==> config.mk <==
export PLATFORM = sky130hd
export DESIGN_NAME = rttc_ram
export DESIGN_NICKNAME = d
export VERILOG_FILES = /design/src/design/rttc_ram.sv
export SDC_FILE = /design/constraint.sdc
export NUM_CORES = 1
export LEC_CHECK = 0
export BUFFER_PORTS_ARGS = -buffer_cell sky130_fd_sc_hd__buf_4
export CAP_MARGIN = 10
export CORE_MARGIN = 1
export CORE_UTILIZATION = 40
export CTS_CLUSTER_DIAMETER = 40
export DETAILED_ROUTE_END_ITERATION = 7
export GPL_ROUTABILITY_DRIVEN = 0
export SLEW_MARGIN = 15
export SYNTH_ARGS = -nofsm -noshare
export SYNTH_HDL_FRONTEND = slang
export SYNTH_SLANG_ARGS = --single-unit
==> constraint.sdc <==
create_clock -name clock -period 3.9 [get_ports clock]
set_input_delay 0.78 -clock clock [delete_from_list [all_inputs] [get_ports clock]]
set_output_delay 0.78 -clock clock [all_outputs]
set_load 0.01 [all_outputs]
==> src/design/rttc_ram.sv <==
// ----------------------------------------------------------------------------
// rttc_ram
// Generic single-port-write, single-port-read RAM with registered read data.
// ----------------------------------------------------------------------------
`default_nettype none
module rttc_ram #(
   parameter int WIDTH = 8,
   parameter int DEPTH = 64
) (
   input  wire                     clock,
   input  wire                     wr_en,
   input  wire [$clog2(DEPTH)-1:0] wr_addr,
   input  wire [WIDTH-1:0]         wr_data,
   input  wire [$clog2(DEPTH)-1:0] rd_addr,
   output logic [WIDTH-1:0]        rd_data
);
   logic [WIDTH-1:0] mem [DEPTH];

   always_ff @(posedge clock) begin
      if (wr_en) begin
         mem[wr_addr] <= wr_data;
      end
      rd_data <= mem[rd_addr];
   end
endmodule
`default_nettype wire

======== After elaboration in Yosys (flattened, before gate mapping) ========
Memory sizes are Yosys's and may differ from the RTL's. A register that Yosys moved wholly into a read port is not among the register bits.
Cells that the tools add are included.
storage, ports and cells
  bits in registers ....................... 0
  bits in writable memories ............... 512
  bits of input ports ..................... 22
  output and inout bits ................... 8
  logic and storage cells ................. 3
  memories kept ........................... 1
memory list
  memory  depth  width  read ports  clocked after Yosys merged registers in  wr ports  RTL line  text
  mem     64     8      1           1                                        1         17        logic [WIDTH-1:0] mem [DEPTH];
operators by class
  muxes and demuxes ....................... 2
operators by type and width
  operator  count
  $mux 1    2

======== Longest topological paths before layout ========
  word-level depth ........................ 2
  depth in mapped cells ................... 9
  depth with buffers taken out ............ 5

======== Least setup slack after synthesis ========
OpenSTA, ideal clock, no wires.
  path type ............................... input to register
  start point ............................. input port rd_addr[1]
  end point ............................... register rd_data[3] (read register of mem)
  setup time .............................. 128 ps
  data arrival time ....................... 2320 ps
  required time ........................... 3772 ps
  path slack .............................. 1452 ps
  stages .................................. 7
  path buffers ............................ 3
  path through ............................ buf_4 buf_2 buf_2 mux4_2 mux4_2 o21ai_1 o41ai_1
RTL lines
  item             RTL line  text
  start, declared  14        input wire [$clog2(DEPTH)-1:0] rd_addr,
  end, declared    15        output logic [WIDTH-1:0] rd_data

==> metrics.yaml <==
sta:
  tns_ps: 0
  slew_viol_final: 0
  rsz0062_at_grt: "no"
  relSlewSlack_pct: 26.8
  worst_pin_slew_ps: 1070
  setup_viol_count_final: 0
  fin_crit_ps: 2700
  fin_worst_skew_ps: 25.7
  timing.fmax_ghz: 0.370
  period_share_pct: 69.3
  finalHoldViolCount: 0
  fin_ws_ps: 1200
layout:
  final_common_cell: "edfxtp_1"
  syn2layout_area_growth_pct: 15.5
  antenna_cells: 0
  fillerInstances: 4022
  nets: 1057
  final_cell_mix: "edfxtp_1 (512), mux4_2 (126), nor2_1 (83)"
  drive_gt1_share_pct: 29.7
  fin_cells: 1748
  fin_util_pct: 47.2
floorplanning:
  fp.dieW_um: 227
  ios: 30
  dieHeight_um: 227
  start_util_pct: 40.9
  fp.coreArea_um2: 49400
  rows: 81
  die_area_um2: 51300
power_and_ir_drop:
  power_leakage_uw: 0.00733
  power.net_switching_uw: 2660
  power.density_nw_per_um2: 522
  p_int_uw: 9490
  power_frac_seq_pct: 51.1
  p_clk_share_pct: 44.2
  swShare_pct: 21.9
  share_comb_of_total_power_pct: 4.8
  vdd_drop_max_v: 0.000384
route:
  vias_per_cell: 5.53
  num_vias: 9663
  wl_per_cell_um: 25.9
  drc: 0
  dr.pass1.iters: 5
  antenna_left: 0
  drtIter0Drc: 835
  routed_wirelength_um: 45300
cts:
  cts-htree-levels: 2
  ctsResizeCount: 0
  clock-sinks: 520
  cts-root-buf: "clkbuf_16"
  cts_made_buffers: 58
  clockBufferDepth: 3
  clkLatencyLatePin_ps: 600
  clkTransAtPathRegs_ps: 70
  cts_tree: "built"
  hold_buffers: 0
  cts_setup_buffers: 0
outcome:
  run_status: "finished clean"
placement:
  dp_slack_ps: 570
  dpl.hpwl_um: 27300
  port_buffers: 29
  dp.cells: 1639
synth:
  synth.distinct_cells: 40
  netlist_area_um2: 20200
  syn_avg_cell_area_um2: 21.5
  synth_nets: 962
  ys_ff_latch: 520
  ys_warn_count: 0
  seq_area_frac_synth_pct: 77.0
  syn_inst: 940
critical_path:
  required_ps: 4360
  critPathLaunch: "rd_addr[0]"
  cp_max_fo: 34
  start_kind: "input pin"
  r2r_start: "mem[3][3]"
  crit_type: "input pin to register"
  arrival_ps: 3160
  end_kind: "register"
grt:
  grt-ovfl-total: 0
  grt_max_degree: 65
  antenna_found_initial: 1
  grtUsageTotal_pct: 18.2
  grt_pass1_vias: 9841
  grt_pass1_wl_um: 66700
run:
  maxCapViolations: 0
hold_path:
  hp-class: "input pin to register"
  min_from: "rd_addr[5]"
-- sequential cells by signal (all words and copies together), names as in the netlist --
register  cells
rd_data       8
mem         512
-- worst paths after layout --
kind	endpoint	cells past startpoint	slack [ps]
worst max register to register	rd_data[3]	4	1750
worst min register to register	rd_data[6]	3	790
worst min-delay path	rd_data[3]	2	560
worst max-delay path	rd_data[3]	6	1200
-- power groups by stage --
| stage | Sequential [uW] | Clock (uW) | Combinational [uW] |
|---|---|---|---|
| 2_1_floorplan | 6320 | 0 | 330 |
| 3_3_place_gp | 6330 | 0 | 579 |
| 3_5_place_dp | 6330 | 0 | 588 |
| 4_1_cts | 6210 | 5460 | 589 |
| 5_1_grt | 6210 | 5670 | 619 |
| 6_report | 6210 | 5370 | 578 |
-- cells by family after synthesis --
logic type	Yosys count	synth area share [%]
compound gates	54	2.07
buf+inv	51	1.57
simple gates	153	3.39
flops	520	77.0
mux	162	15.9
-- critical path, stage by stage --
cell and delay (ps):
clkbuf_8 380, buf_12 260, mux4_2 500, nor2b_1 130, a2111oi_0 930, o41ai_1 140
-- area by class of cell --
type	instances	area, um2	area share (%)
repair buffers	86	689	2.96
multi-input cells	369	4320	18.5
clock inverters	44	417	1.79
flip-flops and latches	520	15500	66.7
well taps	664	831	3.57
clock buffers	65	1500	6.44
-- Yosys cell counts --
| master | instances | area share, % |
|---|---|---|
| buf_12 | 2 | 0.20 |
| a22oi_1 | 3 | 0.11 |
| a31oi_1 | 1 | 0.031 |
| mux2_2 | 13 | 0.73 |
| buf_4 | 13 | 0.48 |
| o22ai_1 | 8 | 0.25 |
| a21oi_1 | 3 | 0.074 |
| nor2b_1 | 14 | 0.43 |
| o32ai_1 | 2 | 0.087 |
| nor3_1 | 7 | 0.17 |
| and2_1 | 1 | 0.031 |
| o2111ai_1 | 3 | 0.13 |
| buf_1 | 4 | 0.074 |
| o2bb2ai_1 | 3 | 0.13 |
| o21a_1 | 2 | 0.074 |
| edfxtp_1 | 512 | 76 |
| dfxtp_1 | 8 | 0.79 |
| a211oi_1 | 4 | 0.15 |
| buf_6 | 4 | 0.22 |
| buf_2 | 11 | 0.27 |
| nor4_1 | 2 | 0.062 |
| o21ai_1 | 2 | 0.050 |
| nand2_1 | 19 | 0.35 |
| nor2_1 | 83 | 1.5 |
| o41ai_1 | 2 | 0.087 |
| a2111oi_0 | 2 | 0.087 |
| nand4_1 | 2 | 0.062 |
| or3_1 | 1 | 0.031 |
| mux2i_1 | 23 | 1.1 |
| nand3b_1 | 3 | 0.11 |
| o21ai_0 | 2 | 0.050 |
| nand4b_1 | 1 | 0.043 |
| o221a_2 | 2 | 0.11 |
| o311ai_1 | 1 | 0.043 |
| a221oi_1 | 6 | 0.26 |
| mux4_2 | 126 | 14 |
| nand2b_1 | 7 | 0.22 |
| o221ai_1 | 8 | 0.35 |
| nand3_1 | 13 | 0.32 |
| clkbuf_1 | 17 | 0.32 |
-- routing by layer --
metal,vias to the layer above,wire length (um),GRT usage (%)
met1,5136,19500,25.6
met3,79,2680,3.02
li1,4131,-,-
met4,2,1280,6.17
met5,-,14,0
met2,315,21700,28.8
-- per-stage QoR --
| stage | hold WS, ps | cell area [um2] | total power, uW |
|---|---|---|---|
| global route | 562 | 23300 | 12500 |
| finish | 560 | 23300 | 12200 |
| global placement | 797 | 21400 | 6900 |
| floorplan | 718 | 20200 | 6650 |
| CTS | 539 | 23300 | 12300 |
| detailed placement | 798 | 21400 | 6910 |
No activity file was read; power rests on OpenSTA's default activity.
